<file path="src/design/assert_macros.svh">
// Assertion macros shared by the design files.
`ifndef ASSERT_MACROS_SVH
`define ASSERT_MACROS_SVH
`ifndef SYNTHESIS
// Same-cycle implication, checked on the rising clock edge.
`define ASSERT_IMPLIES(label, clk, rst, ante, cons, msg) \
   label: assert property (@(posedge clk) disable iff (rst) (ante) |-> (cons)) \
      else $error(msg);
// Next-cycle implication, checked on the rising clock edge.
`define ASSERT_NEXT(label, clk, rst, ante, cons, msg) \
   label: assert property (@(posedge clk) disable iff (rst) (ante) |=> (cons)) \
      else $error(msg);
`else
`define ASSERT_IMPLIES(label, clk, rst, ante, cons, msg)
`define ASSERT_NEXT(label, clk, rst, ante, cons, msg)
`endif
`endif

</file>
<file path="src/design/pdt_pkg.sv">
// Types, constants and the delta table of the prefetch degree throttle.
`timescale 1ns / 1ps

package pdt_pkg;

   localparam int TICK_W  = 24;
   localparam int COUNT_W = 32;
   localparam int DEG_W   = 4;
   localparam int BW_W    = 4;
   localparam int CNT_W   = 4;
   localparam int CSR_W   = 24;

   // Reset values of the configuration registers
   localparam logic [TICK_W-1:0] EPOCH_LENGTH_RESET = 24'd4096;
   localparam logic [DEG_W-1:0]  MAX_DEGREE_RESET   = 4'd4;
   localparam logic [DEG_W-1:0]  MIN_DEGREE_RESET   = 4'd1;

   // Bandwidth level thresholds: (level*100)/16 >= 90 and >= 25
   localparam logic [BW_W-1:0] BW_HIGH_LEVEL = 4'd15;
   localparam logic [BW_W-1:0] BW_MID_LEVEL  = 4'd4;

   typedef enum logic [1:0] {
      CSR_EPOCH_LENGTH = 2'd0,
      CSR_MAX_DEGREE   = 2'd1,
      CSR_MIN_DEGREE   = 2'd2
   } csr_index_type;

   typedef enum logic {
      REQ_TICK   = 1'b0,
      REQ_ACCESS = 1'b1
   } req_kind_type;

   typedef enum logic [1:0] {
      CLASS_HIGH = 2'd0,
      CLASS_MID  = 2'd1,
      CLASS_LOW  = 2'd2
   } class_type;

   typedef struct packed {
      logic [TICK_W-1:0] epoch_length;
      logic [DEG_W-1:0]  max_degree;
      logic [DEG_W-1:0]  min_degree;
   } cfg_type;

   // Degree delta by bandwidth class (row) and accuracy class (column)
   function automatic logic signed [2:0] delta_lookup(class_type bw, class_type acc);
      logic signed [2:0] d;
      d = 3'sd0;
      case (bw)
         CLASS_HIGH: begin
            case (acc)
               CLASS_HIGH: d = 3'sd0;
               CLASS_MID:  d = -3'sd1;
               default:    d = -3'sd2;
            endcase
         end
         CLASS_MID: begin
            case (acc)
               CLASS_HIGH: d = 3'sd1;
               CLASS_MID:  d = 3'sd0;
               default:    d = -3'sd1;
            endcase
         end
         default: begin
            case (acc)
               CLASS_HIGH: d = 3'sd2;
               CLASS_MID:  d = 3'sd1;
               default:    d = 3'sd0;
            endcase
         end
      endcase
      return d;
   endfunction

endpackage

</file>
<file path="src/design/pdt_adapt.sv">
// Epoch-end degree adaptation: accuracy and bandwidth classes, delta, clamp.
`timescale 1ns / 1ps

module pdt_adapt (
   input  logic [pdt_pkg::DEG_W-1:0]   cur_degree,
   input  pdt_pkg::cfg_type            cfg,
   input  logic [pdt_pkg::BW_W-1:0]    bw_level,
   input  logic [pdt_pkg::COUNT_W-1:0] issued_total,
   input  logic [pdt_pkg::COUNT_W-1:0] useful_total,
   output logic [pdt_pkg::DEG_W-1:0]   next_degree
);

   logic [pdt_pkg::COUNT_W+3:0] useful_x10;
   logic [pdt_pkg::COUNT_W+3:0] issued_x9;
   logic [pdt_pkg::COUNT_W:0]   useful_x2;
   pdt_pkg::class_type          acc_class;
   pdt_pkg::class_type          bw_class;
   logic signed [2:0]           delta;
   logic signed [5:0]           sum;
   logic signed [5:0]           lo_bound;
   logic signed [5:0]           hi_bound;
   logic signed [5:0]           clamped;

   // Accuracy: useful*100 >= issued*90 reduces to useful*10 >= issued*9,
   // useful*100 >= issued*50 to useful*2 >= issued
   always_comb begin
      useful_x10 = ({4'd0, useful_total} << 3) + ({4'd0, useful_total} << 1);
      issued_x9  = ({4'd0, issued_total} << 3) + {4'd0, issued_total};
      useful_x2  = {useful_total, 1'b0};
      if (issued_total == '0) begin
         acc_class = pdt_pkg::CLASS_LOW;
      end else if (useful_x10 >= issued_x9) begin
         acc_class = pdt_pkg::CLASS_HIGH;
      end else if (useful_x2 >= {1'b0, issued_total}) begin
         acc_class = pdt_pkg::CLASS_MID;
      end else begin
         acc_class = pdt_pkg::CLASS_LOW;
      end
   end

   // Bandwidth class from the sampled level
   always_comb begin
      if (bw_level >= pdt_pkg::BW_HIGH_LEVEL) begin
         bw_class = pdt_pkg::CLASS_HIGH;
      end else if (bw_level >= pdt_pkg::BW_MID_LEVEL) begin
         bw_class = pdt_pkg::CLASS_MID;
      end else begin
         bw_class = pdt_pkg::CLASS_LOW;
      end
   end

   // Apply delta, raise to min, then lower to max (max wins)
   always_comb begin
      delta    = pdt_pkg::delta_lookup(bw_class, acc_class);
      lo_bound = $signed({2'b00, cfg.min_degree});
      hi_bound = $signed({2'b00, cfg.max_degree});
      sum      = $signed({2'b00, cur_degree}) + $signed({{3{delta[2]}}, delta});
      clamped  = sum;
      if (clamped < lo_bound) begin
         clamped = lo_bound;
      end
      if (clamped > hi_bound) begin
         clamped = hi_bound;
      end
      if (clamped < 6'sd0) begin
         clamped = 6'sd0;
      end
      next_degree = clamped[pdt_pkg::DEG_W-1:0];
   end

endmodule

</file>
<file path="src/design/prefetch_degree_throttle_core.sv">
// Top level of the prefetch degree throttle: counters, epoch logic, result buffer.
`timescale 1ns / 1ps
//
// Adapts a prefetch degree once per epoch from accuracy and bandwidth feedback.
// Request channel (req_*): req_tuser = 0 is a cycle tick, 1 an access report.
// Access reports add issued prefetches and a useful flag to saturating totals;
// ticks count toward epoch_length and the tick that reaches it closes the
// epoch, adapts the degree with the sampled bandwidth level and clears totals.
// Response channel (rsp_*): one response per request, the degree after the
// request and rsp_tlast set when that tick closed an epoch.
// Each accepted request's response is registered; one request is taken every cycle
// while req_tready is high, the whole update being a single registered pass.
// A two-entry output buffer (result register plus skid register) lets a new
// request in while a response waits; req_tready drops only when both hold
// responses, that is after the receiver stalls on a waiting
// response while another request arrives.
// Configuration (csr_*) writes: degree bounds apply at the next epoch end, epoch_length
// at the next tick; writes do not clamp the degree. Unknown indices are ignored.
// Synchronous reset restores register defaults, sets the degree to the reset
// maximum, clears counters and empties the output buffer.

`include "assert_macros.svh"

module prefetch_degree_throttle_core (
   input  logic                        clock,
   input  logic                        reset,
   // configuration write port
   input  logic                        csr_we,
   input  logic [1:0]                  csr_index,
   input  logic [pdt_pkg::CSR_W-1:0]   csr_wdata,
   // request channel
   input  logic                        req_tvalid,
   output logic                        req_tready,
   input  logic [15:0]                 req_tdata,  // [3:0] issued_count, [4] useful_flag,
                                                   // [8:5] bw_level, [15:9] zero
   input  logic                        req_tuser,  // [0] req_type
   // response channel
   output logic                        rsp_tvalid,
   input  logic                        rsp_tready,
   output logic [7:0]                  rsp_tdata,  // [3:0] degree, [7:4] zero
   output logic                        rsp_tlast   // epoch_ended
);

   pdt_pkg::cfg_type                cfg_ff;
   logic [pdt_pkg::DEG_W-1:0]       cur_degree_ff;
   logic [pdt_pkg::TICK_W-1:0]      tick_count_ff;
   logic [pdt_pkg::COUNT_W-1:0]     issued_total_ff;
   logic [pdt_pkg::COUNT_W-1:0]     useful_total_ff;

   logic                            rsp_valid_ff;
   logic [pdt_pkg::DEG_W-1:0]       rsp_degree_ff;
   logic                            rsp_last_ff;
   logic                            skid_valid_ff;
   logic [pdt_pkg::DEG_W-1:0]       skid_degree_ff;
   logic                            skid_last_ff;

   logic [pdt_pkg::CNT_W-1:0]       req_issued;
   logic                            req_useful;
   logic [pdt_pkg::BW_W-1:0]        req_bw;
   logic                            is_access;
   logic                            push;
   logic                            pop;
   logic [pdt_pkg::TICK_W-1:0]      tick_next;
   logic                            epoch_end;
   logic [pdt_pkg::COUNT_W:0]       issued_sum;
   logic [pdt_pkg::COUNT_W:0]       useful_sum;
   logic [pdt_pkg::COUNT_W-1:0]     issued_in;
   logic [pdt_pkg::COUNT_W-1:0]     useful_in;
   logic [pdt_pkg::DEG_W-1:0]       adapted_degree;
   logic [pdt_pkg::DEG_W-1:0]       degree_in;

   // Request unpacking and handshakes
   assign req_issued = req_tdata[3:0];
   assign req_useful = req_tdata[4];
   assign req_bw     = req_tdata[8:5];
   assign is_access  = (req_tuser == pdt_pkg::REQ_ACCESS);
   assign req_tready = !skid_valid_ff;
   assign push       = req_tvalid && req_tready;
   assign pop        = rsp_valid_ff && rsp_tready;

   // Epoch counter and saturating totals
   always_comb begin
      tick_next  = tick_count_ff + {{(pdt_pkg::TICK_W-1){1'b0}}, 1'b1};
      epoch_end  = !is_access && (tick_next >= cfg_ff.epoch_length);
      issued_sum = {1'b0, issued_total_ff} + {{(pdt_pkg::COUNT_W-pdt_pkg::CNT_W+1){1'b0}},
                                               req_issued};
      useful_sum = {1'b0, useful_total_ff} + {{pdt_pkg::COUNT_W{1'b0}}, req_useful};
      issued_in  = issued_sum[pdt_pkg::COUNT_W] ? '1 : issued_sum[pdt_pkg::COUNT_W-1:0];
      useful_in  = useful_sum[pdt_pkg::COUNT_W] ? '1 : useful_sum[pdt_pkg::COUNT_W-1:0];
      degree_in  = epoch_end ? adapted_degree : cur_degree_ff;
   end

   pdt_adapt u_adapt (
      .cur_degree   (cur_degree_ff),
      .cfg          (cfg_ff),
      .bw_level     (req_bw),
      .issued_total (issued_total_ff),
      .useful_total (useful_total_ff),
      .next_degree  (adapted_degree)
   );

   // Configuration registers
   always_ff @(posedge clock) begin
      if (reset) begin
         cfg_ff.epoch_length <= pdt_pkg::EPOCH_LENGTH_RESET;
         cfg_ff.max_degree   <= pdt_pkg::MAX_DEGREE_RESET;
         cfg_ff.min_degree   <= pdt_pkg::MIN_DEGREE_RESET;
      end else if (csr_we) begin
         case (csr_index)
            pdt_pkg::CSR_EPOCH_LENGTH: cfg_ff.epoch_length <= csr_wdata;
            pdt_pkg::CSR_MAX_DEGREE:   cfg_ff.max_degree   <= csr_wdata[pdt_pkg::DEG_W-1:0];
            pdt_pkg::CSR_MIN_DEGREE:   cfg_ff.min_degree   <= csr_wdata[pdt_pkg::DEG_W-1:0];
            default: ;
         endcase
      end
   end

   // Throttle state, updated once per accepted request
   always_ff @(posedge clock) begin
      if (reset) begin
         cur_degree_ff   <= pdt_pkg::MAX_DEGREE_RESET;
         tick_count_ff   <= '0;
         issued_total_ff <= '0;
         useful_total_ff <= '0;
      end else if (push) begin
         cur_degree_ff <= degree_in;
         if (is_access) begin
            issued_total_ff <= issued_in;
            useful_total_ff <= useful_in;
         end else if (epoch_end) begin
            tick_count_ff   <= '0;
            issued_total_ff <= '0;
            useful_total_ff <= '0;
         end else begin
            tick_count_ff <= tick_next;
         end
      end
   end

   // Output buffer control: result register refills from skid first
   always_ff @(posedge clock) begin
      if (reset) begin
         rsp_valid_ff  <= 1'b0;
         skid_valid_ff <= 1'b0;
      end else if (!rsp_valid_ff || pop) begin
         if (skid_valid_ff) begin
            rsp_valid_ff  <= 1'b1;
            skid_valid_ff <= 1'b0;
         end else begin
            rsp_valid_ff <= push;
         end
      end else if (push) begin
         skid_valid_ff <= 1'b1;
      end
   end

   // Output buffer payload
   always_ff @(posedge clock) begin
      if (!rsp_valid_ff || pop) begin
         if (skid_valid_ff) begin
            rsp_degree_ff <= skid_degree_ff;
            rsp_last_ff   <= skid_last_ff;
         end else if (push) begin
            rsp_degree_ff <= degree_in;
            rsp_last_ff   <= epoch_end;
         end
      end else if (push) begin
         skid_degree_ff <= degree_in;
         skid_last_ff   <= epoch_end;
      end
   end

   assign rsp_tvalid = rsp_valid_ff;
   assign rsp_tdata  = {4'd0, rsp_degree_ff};
   assign rsp_tlast  = rsp_last_ff;

   // Checks
   `ASSERT_IMPLIES(a_skid_behind_rsp, clock, reset, skid_valid_ff, rsp_valid_ff,
                   "skid holds a response while the result register is empty")
   `ASSERT_IMPLIES(a_epoch_degree_max, clock, reset, rsp_valid_ff && rsp_last_ff,
                   rsp_degree_ff <= cfg_ff.max_degree,
                   "adapted degree above the configured maximum")
   `ASSERT_NEXT(a_access_keeps_ticks, clock, reset, push && is_access,
                $stable(tick_count_ff) && $stable(cur_degree_ff),
                "access report changed tick count or degree")

endmodule

</file>
<file path="config.mk">
export PLATFORM = sky130hd
export DESIGN_NAME = prefetch_degree_throttle_core
export DESIGN_NICKNAME = d
export VERILOG_FILES = /design/src/design/pdt_pkg.sv /design/src/design/pdt_adapt.sv /design/src/design/prefetch_degree_throttle_core.sv
export VERILOG_INCLUDE_DIRS = /design/src /design/src/design
export SDC_FILE = /design/constraint.sdc
export NUM_CORES = 1
export LEC_CHECK = 0
export BUFFER_PORTS_ARGS = -buffer_cell sky130_fd_sc_hd__buf_2
export CAP_MARGIN = 20
export CELL_PAD_IN_SITES_DETAIL_PLACEMENT = 2
export CELL_PAD_IN_SITES_GLOBAL_PLACEMENT = 2
export CORE_ASPECT_RATIO = 0.6
export CORE_MARGIN = 5
export CORE_UTILIZATION = 30
export DETAILED_ROUTE_END_ITERATION = 7
export MAX_ROUTING_LAYER = met4
export PLACE_DENSITY_LB_ADDON = 0.1
export SLEW_MARGIN = 20
export SYNTH_ARGS = -nofsm -noshare
export SYNTH_HDL_FRONTEND = slang
export SYNTH_HIERARCHICAL = 1
export SYNTH_SLANG_ARGS = --single-unit
</file>
<file path="constraint.sdc">
create_clock -name clock -period 12.4 [get_ports clock]
set_input_delay 1.86 -clock clock [delete_from_list [all_inputs] [get_ports clock]]
set_output_delay 1.86 -clock clock [all_outputs]
set_load 0.03 [all_outputs]
</file>
# Word-level counts from Yosys, hierarchy flattened
# Index checks and enable logic that the tools add are counted.
# Widths: inputs -> output; s select.
[classes]
addsub = 6
n_lt_le_gt_ge = 8
n_bitwise = 2
div_mod_pow = 0
n_mux = 24
n_eq_ne = 4
shifts = 0
n_mul = 0
n_reduce_logical = 21
[op_table]
columns = ["op", "count"]
rows = [
  ["$mux 32", 5],
  ["$add 35x32->36", 1],
  ["$add 35x33->36", 1],
  ["$ge 36x36->1", 1],
  ["$add 32x1->33", 1],
  ["$add 32x4->33", 1],
  ["$ge 33x32->1", 1],
  ["$logic_not 32->1", 1],
  ["$add 24x1->24 const B", 1],
  ["$ge 24x24->1", 1],
  ["$mux 24", 1],
  ["$pmux 3 s2", 3],
  ["$mux 4", 4],
  ["$reduce_and 2->1", 7],
  ["$mux 6", 2],
  ["$mux 2", 5],
  ["$add 5x3->6", 1],
  ["$eq 2x1->1 const B", 3],
  ["$gt 6x5->1", 1],
  ["$logic_not 2->1", 3],
  ["$lt 6x1->1 const B", 1],
  ["$lt 6x5->1", 1],
  ["$ge 4x3->1 const B", 1],
  ["$ge 4x4->1 const B", 1],
  ["9 further kinds", 17],
]
[word_totals]
mem_bits_rw = 0
romBits = 0
latch_bits = 0
ff_bits = 136
mem_count = 0
elab_cells = 78
out_inout_bits = 11
in_bits = 48

# Logic depth before layout (Yosys ltp)
[depth]
depth_word = 17
ltp_mapped = 45
ltp_nobuf = 44

# Hierarchy
# The synthesis kept the hierarchy.
[modules_own_cells]
columns = ["mod", "area_each_um2", "cells_each", "seq_area_each_um2", "n_inst"]
rows = [
  ["prefetch_degree_throttle_core", 7278.2, 899, 2822.7, 1],
  ["pdt_adapt", 5170.0, 679, 0.0, 1],
]

# Worst setup path before layout
# OpenSTA, ideal clock, no wires.
[synth_timing]
kind = "reg2reg"
from = "register useful_total_ff[2] in the netlist's numbering"
to = "register rsp_degree_ff[1] in the netlist's numbering (data pin)"
stages_incl_launch_ff = 41
path_buffers = 1
path_slack_ps = 4112
arrival_ps = 8028
setup_ps = 260
synth_period_minus_slack_ps = 8288
required_time_ps = 12140
path_cell_list = "dfxtp_1 > ha_1 > fa_1 > a211o_1 > a2111oi_2 > o31a_1 > nor4b_2 > o211ai_2 > and3_1 > nand2_1 > a31oi_1 > xnor2_1 > ha_1 > a2111oi_2 > o21ai_1 > a221oi_2 > o21ai_1 > a211oi_4 > [... 5 more ...] > ha_1 > a21o_1 > a21o_1 > a211oi_2 > ha_1 > buf_6 > mux2_2 > ha_1 > o21ai_0 > nand2b_1 > a21oi_1 > a41o_2 > o41a_2 > o211ai_4 > mux2i_1 > nor2_1 > mux2_2 > mux2_2"
[synth_between]
elab_chain_cells = 17
word_cells_on_any_way = 22
classes_between = "add/sub (2); order compare (5); eq/ne (1); mux (13); reduce/logical (1)"
[synth_rtl]
columns = ["item", "line", "rtl"]
rows = [
  ["start, declared", "prefetch_degree_throttle_core.sv:48", "logic [pdt_pkg::COUNT_W-1:0] useful_total_ff;"],
  ["start signal, assigned", "prefetch_degree_throttle_core.sv:129", "useful_total_ff <= useful_in;"],
  ["$add 35x33->36 / $ge 33x32->1 (equally long branches)", "pdt_adapt.sv:27, pdt_adapt.sv:34", ""],
  ["$ge 36x36->1 / $mux 2 (equally long branches)", "pdt_adapt.sv:32, pdt_adapt.sv:34", ""],
  ["$mux 2 (*)", "pdt_adapt.sv:32", "end else if (useful_x10 >= issued_x9) begin"],
  ["$mux 2 (*)", "pdt_adapt.sv:30", "if (issued_total == '0) begin"],
  ["$eq 2x1->1 / $logic_not 2->1 (equally long branches)", "pdt_pkg.sv:51, pdt_pkg.sv:58, pdt_pkg.sv:65", ""],
  ["$pmux 2 s2, or another cell as far along", "pdt_pkg.sv:65", "case (acc)"],
  ["$pmux 3 s2 (*)", "pdt_pkg.sv:49", "case (bw)"],
  ["$add 5x3->6 (*)", "pdt_adapt.sv:57", "sum = $signed({2'b00, cur_degree}) + $signed({{3{delta[2]}}, delta});"],
  ["[... 3 more ...]", "-", ""],
  ["$mux 6 (*)", "pdt_adapt.sv:62", "if (clamped > hi_bound) begin"],
  ["$lt 6x1->1", "pdt_adapt.sv:65", "if (clamped < 6'sd0) begin"],
  ["$mux 4 (*)", "pdt_adapt.sv:65", ""],
  ["net adapted_degree, one bit", "prefetch_degree_throttle_core.sv:69", "logic [pdt_pkg::DEG_W-1:0] adapted_degree;"],
  ["$mux 4 (*)", "prefetch_degree_throttle_core.sv:90", "degree_in = epoch_end ? adapted_degree : cur_degree_ff;"],
  ["net degree_in, one bit", "prefetch_degree_throttle_core.sv:70", "logic [pdt_pkg::DEG_W-1:0] degree_in;"],
  ["$mux 4 (*)", "prefetch_degree_throttle_core.sv:163", "end else if (push) begin"],
  ["$mux 4 (*)", "prefetch_degree_throttle_core.sv:160", "if (skid_valid_ff) begin"],
  ["end signal, assigned", "prefetch_degree_throttle_core.sv:161", "rsp_degree_ff <= skid_degree_ff;"],
  ["end signal, assigned", "prefetch_degree_throttle_core.sv:164", "rsp_degree_ff <= degree_in;"],
  ["end, declared", "prefetch_degree_throttle_core.sv:51", "logic [pdt_pkg::DEG_W-1:0] rsp_degree_ff;"],
]
# The timed path passes the listed nets; every way through them passes the cells marked *. The select of a mux whose other input is x is not followed.
# A chain may end at the register's enable or synchronous reset.

# Worst setup path after layout
[layout_timing]
from = "register issued_total_ff[4] in the netlist's numbering"
to = "register rsp_degree_ff[1] in the netlist's numbering (data pin)"
[layout_between]
elab_chain_cells = 17
word_cells_on_any_way = 23
classes_between = "add/sub (2); order compare (5); eq/ne (1); mux (13); reduce/logical (2)"
[layout_rtl]
columns = ["item", "line", "rtl"]
rows = [
  ["start, declared", "prefetch_degree_throttle_core.sv:47", "logic [pdt_pkg::COUNT_W-1:0] issued_total_ff;"],
  ["start signal, assigned", "prefetch_degree_throttle_core.sv:128", "issued_total_ff <= issued_in;"],
  ["$add 35x32->36 / $ge 33x32->1 (equally long branches)", "pdt_adapt.sv:28, pdt_adapt.sv:34", ""],
  ["$ge 36x36->1 / $mux 2 (equally long branches)", "pdt_adapt.sv:32, pdt_adapt.sv:34", ""],
  ["$mux 2", "pdt_adapt.sv:32", ""],
  ["$mux 2 (*)", "pdt_adapt.sv:30", ""],
  ["$eq 2x1->1 / $logic_not 2->1 (equally long branches)", "pdt_pkg.sv:51, pdt_pkg.sv:58, pdt_pkg.sv:65", ""],
  ["$pmux 2 s2, or another cell as far along", "pdt_pkg.sv:65", ""],
  ["$pmux 3 s2 (*)", "pdt_pkg.sv:49", ""],
  ["$add 5x3->6 (*)", "pdt_adapt.sv:57", ""],
  ["[... 3 more ...]", "-", ""],
  ["$mux 6 (*)", "pdt_adapt.sv:62", ""],
  ["$lt 6x1->1", "pdt_adapt.sv:65", ""],
  ["$mux 4 (*)", "pdt_adapt.sv:65", ""],
  ["net adapted_degree, one bit", "prefetch_degree_throttle_core.sv:69", ""],
  ["$mux 4 (*)", "prefetch_degree_throttle_core.sv:90", ""],
  ["net degree_in, one bit", "prefetch_degree_throttle_core.sv:70", ""],
  ["$mux 4 (*)", "prefetch_degree_throttle_core.sv:163", ""],
  ["$mux 4 (*)", "prefetch_degree_throttle_core.sv:160", ""],
]
# Marked as above.

==> impl_results.rst <==
.. list-table::
   :header-rows: 1

   * - Metric
     - Value
   * - Pins Over Slew Limit
     - 0
   * - Clock tree sinks
     - 136
   * - Worst-case headroom to the max-slew limit
     - 28.70%
   * - Most frequent cell on the critical path
     - sky130_fd_sc_hd__a21oi_1
   * - Highest cell delay on the worst timing path
     - about 0.7 ns
   * - Power Density
     - ~95 nW/um^2
   * - Total core area
     - between 40,000 and 50,000 sq um
   * - Shortest period the worst path allows
     - between 10 and 15 ns
   * - CP Class
     - reg -> reg
   * - Last weighted congestion value of the routability-driven placer
     - 0.8192
   * - Top-Level Pins
     - 59
   * - Most frequently used flop master after synthesis
     - sky130_fd_sc_hd__dfxtp_1
   * - Hold worst-path end
     - cfg_ff[17]
   * - Final-layout fill cell count
     - 4,704
   * - H-tree depth
     - 4
   * - Area share of the largest cell type after synthesis
     - between 20% and 30%
   * - Top cell types by occurrence after synthesis
     - sky130_fd_sc_hd__nand2_1, sky130_fd_sc_hd__ha_1, sky130_fd_sc_hd__a21oi_1, sky130_fd_sc_hd__dfxtp_1, sky130_fd_sc_hd__nor2_1
   * - TritonCTS clock tree
     - built
   * - Post-place instance area
     - about 13,000 sq um
   * - Highest clock frequency the design can meet
     - slightly below 100 MHz
   * - Full die area
     - 45,800 sq um
   * - Post-detailed-routing wire length
     - roughly 49 mm
   * - Post-detailed-route count of antenna-violating nets
     - 0
   * - Start point of the worst hold path
     - cfg_ff[17]
   * - Actual slew at the worst max-slew pin
     - between 1 and 1.5 ns
   * - Share of flip-flops with an asynchronous set or reset
     - 0%
   * - Setup TNS
     - 0 ns
   * - Gate count after technology mapping
     - roughly 1,600
   * - Number of buffers inserted during clock tree synthesis
     - 17
   * - Standard-cell row count
     - 57
   * - Average via count per standard cell
     - 5.557
   * - FF-to-FF setup slack
     - 2.07 ns
   * - # setup viols final
     - 0
   * - Hold buffer count at CTS
     - 0
   * - Worst R2R End
     - rsp_degree_ff[1]
   * - Largest fanout of any net on the critical path
     - 12
   * - Largest delay contributor family on the critical path
     - compound AO/OA/AOI/OAI gates
   * - Launch point of the worst reg-to-reg path
     - issued_total_ff[4]
   * - Slowest-stage cell, CP
     - sky130_fd_sc_hd__dfxtp_1
   * - DIE WIDTH
     - 273.0 um
   * - Clock latency reported for the late side of the worst-skew pair
     - roughly 0.45 ns
   * - First-pass GRT wire length
     - ~76 mm
   * - CTS clock-pin slew for the worst setup and hold paths
     - roughly 0.070 ns
   * - PostCTS Resize Cnt
     - 0
   * - IR Drop Worst-Case VDD
     - 0.09995 mV
   * - Sequential share of the synthesized area
     - a little under a quarter
   * - Maximum buffer depth of the clock tree
     - 2
   * - Post-route DRC violation count
     - 0
   * - Count of endpoints failing hold in the final timing report
     - 0
   * - Congestion Overflow GR
     - 0
   * - 1st-pass router iterations
     - 5
   * - Total GRT Usage
     - a little over a fifth
   * - Cell with the most instances after synthesis
     - sky130_fd_sc_hd__nand2_1
   * - Arrival time of data at the critical path endpoint
     - ~11 ns
   * - EDFF count, synth
     - 10
   * - Port-buffer cells
     - 47
   * - Net count reported at finish
     - 1,827
   * - Count of state elements after synthesis
     - 136
   * - Synth top area cells
     - sky130_fd_sc_hd__dfxtp_1, sky130_fd_sc_hd__ha_1, sky130_fd_sc_hd__nand2_1
   * - Area occupied by registers
     - 2823 sq um
   * - Maximum number of pins on one net before global-route repair
     - between 40 and 50
   * - Die H
     - ~170 um
   * - Area of the multi-input gates
     - ~9100 sq um
   * - Synth area leader
     - sky130_fd_sc_hd__dfxtp_1
   * - Vias after detailed routing
     - between 10,000 and 15,000
   * - Setup Buffers After CTS
     - 0
   * - Distinct cell type count after synthesis
     - a little under 90
   * - DRT iter0 DRCs
     - around 700
   * - Initial Utilization
     - a little under a third
   * - Number of cells on the critical path
     - between 40 and 50
   * - Max-capacitance violation count
     - 0
   * - Worst setup EP type
     - flop
   * - Result of the run
     - finished clean
   * - Share of final-layout standard cells stronger than drive strength 1
     - about a tenth
   * - Root buf cell
     - sky130_fd_sc_hd__clkbuf_16
   * - Total buffers and inverters traversed by the critical path
     - 1
   * - Average cell area after synthesis
     - 7.889 sq um
   * - Worst min path class
     - reg -> reg
   * - Final antenna diode count
     - 0
   * - WHS Path Cells
     - 2
   * - Initial antenna violation count
     - 0
   * - Yosys warns
     - 6
   * - Clock skew after layout
     - 0.01730 ns
   * - Worst path required time
     - approximately 13 ns
   * - Syn Std Cell Area
     - 12,450 sq um
   * - Unrepaired setup endpoints after global routing
     - no
   * - Wire length per cell after detailed routing
     - about 23 um
   * - Worst Reg-to-Reg Cells
     - 41
   * - Final critical-path share of the clock period
     - a little over four fifths
   * - Half-perimeter wire length after detailed placement
     - slightly below 40 mm
   * - Startpoint type of the worst setup path
     - flop
   * - Leakage component of the power
     - between 5 and 6 nW
   * - Via count of the first global-routing pass
     - 12,730
   * - P&R area growth vs syn
     - 11.78%
   * - Final non-filler cell area
     - 13,910 sq um
==> power by group <==
part           switching, mW  internal (mW)
Combinational          0.192          0.123
Clock                  0.239          0.307
Sequential           0.00629          0.449
==> cell usage in the layout, fill, tap and decap left out, types with 46 or more instances in the layout <==
cell | synthesis | routed
sky130_fd_sc_hd__nor2_1 | 107 | 106
sky130_fd_sc_hd__nand2_1 | 184 | 184
sky130_fd_sc_hd__a21oi_1 | 126 | 126
sky130_fd_sc_hd__buf_2 | 4 | 46
sky130_fd_sc_hd__inv_1 | 96 | 96
sky130_fd_sc_hd__ha_1 | 167 | 167
sky130_fd_sc_hd__o21ai_0 | 97 | 97
sky130_fd_sc_hd__nand3_1 | 52 | 52
sky130_fd_sc_hd__dfxtp_1 | 126 | 126
sky130_fd_sc_hd__xnor2_1 | 54 | 54
==> metrics by stage <==
| step | util [%] | worst slack (ns) | power (mW) | std cells | hold WS (ns) |
|---|---|---|---|---|---|
| detailed placement | 32.68 | 2.211 | 0.7780 | 2149 | 0.4503 |
| global placement | 32.65 | 2.559 | 0.7666 | 2148 | 0.4428 |
| CTS | 34.15 | 2.141 | 1.332 | 2181 | 0.4604 |
| floorplan | - | 4.112 | 0.6952 | 1581 | 0.4363 |
| finish | 34.17 | 2.073 | 1.315 | 2181 | 0.4574 |
| global route | 34.17 | 1.412 | 1.378 | 2181 | 0.4793 |
==> how the worst max path moves through the flow <==
stage / from / endpoint / slack, ns
2_1_floorplan: useful_total_ff[2] / rsp_degree_ff[1] / 4.11
3_3_place_gp: issued_total_ff[3] / rsp_degree_ff[1] / 2.56
3_5_place_dp: issued_total_ff[3] / rsp_degree_ff[1] / 2.21
4_1_cts: issued_total_ff[3] / rsp_degree_ff[1] / 2.14
5_1_grt: issued_total_ff[3] / rsp_degree_ff[1] / 1.41
6_report: issued_total_ff[4] / rsp_degree_ff[1] / 2.07
==> logic make-up (layout without fill, tap and decap cells) <==
logic type / Yosys count / count (layout) / share of synthesized area [%]
xor gates and xnor gates: 82 / 82 / 5.769
other: 1 / 4 / 0.03012
DFF: 136 / 136 / 22.68
adders and majority gates: 171 / 171 / 17.43
AOI/OAI and AO/OA: 482 / 482 / 26.26
and+or+nand+nor: 523 / 523 / 20.41
muxes: 30 / 30 / 2.523
buffers and inverters: 153 / 193 / 4.895
==> sequential cells by signal, summed over array words and instances (netlist names) <==
name	flops
rsp_degree_ff	4
skid_last_ff	1
rsp_tlast	1
skid_valid_ff	1
skid_degree_ff	4
cur_degree_ff	4
issued_total_ff	32
useful_total_ff	32
rsp_tvalid	1
tick_count_ff	24
cfg_ff	32
==> metal layers <==
metal  wire length [um]  track usage [%]  vias to the layer above
met1              28070            34.55                     6083
met2              19080            29.31                      157
met5                  0                -                        -
met4                373            3.397                        0
met3               1659            2.688                       24
li1                   -                -                     5855
==> final cells by class <==
| cell class | instances | area share [%] |
|---|---|---|
| multi-input cells | 1292 | 65.08 |
| clock buffers | 18 | 3.156 |
| repair buffers | 64 | 2.653 |
| flip-flops and latches | 136 | 20.29 |
| inverters | 97 | 2.617 |
| clock inverters | 14 | 1.169 |
| well taps | 560 | 5.036 |
==> worst register-to-register path: cells and delay by family (launching register included) <==
kind	cells	cell delay (ns)
and+or+nand+nor	9	1.62
DFF	1	0.68
AOI/OAI and AO/OA	21	4.59
buffers and inverters	1	0.08
adders and majority gates	5	1.79
muxes	5	1.28
No activity file was read; power rests on OpenSTA's default activity.
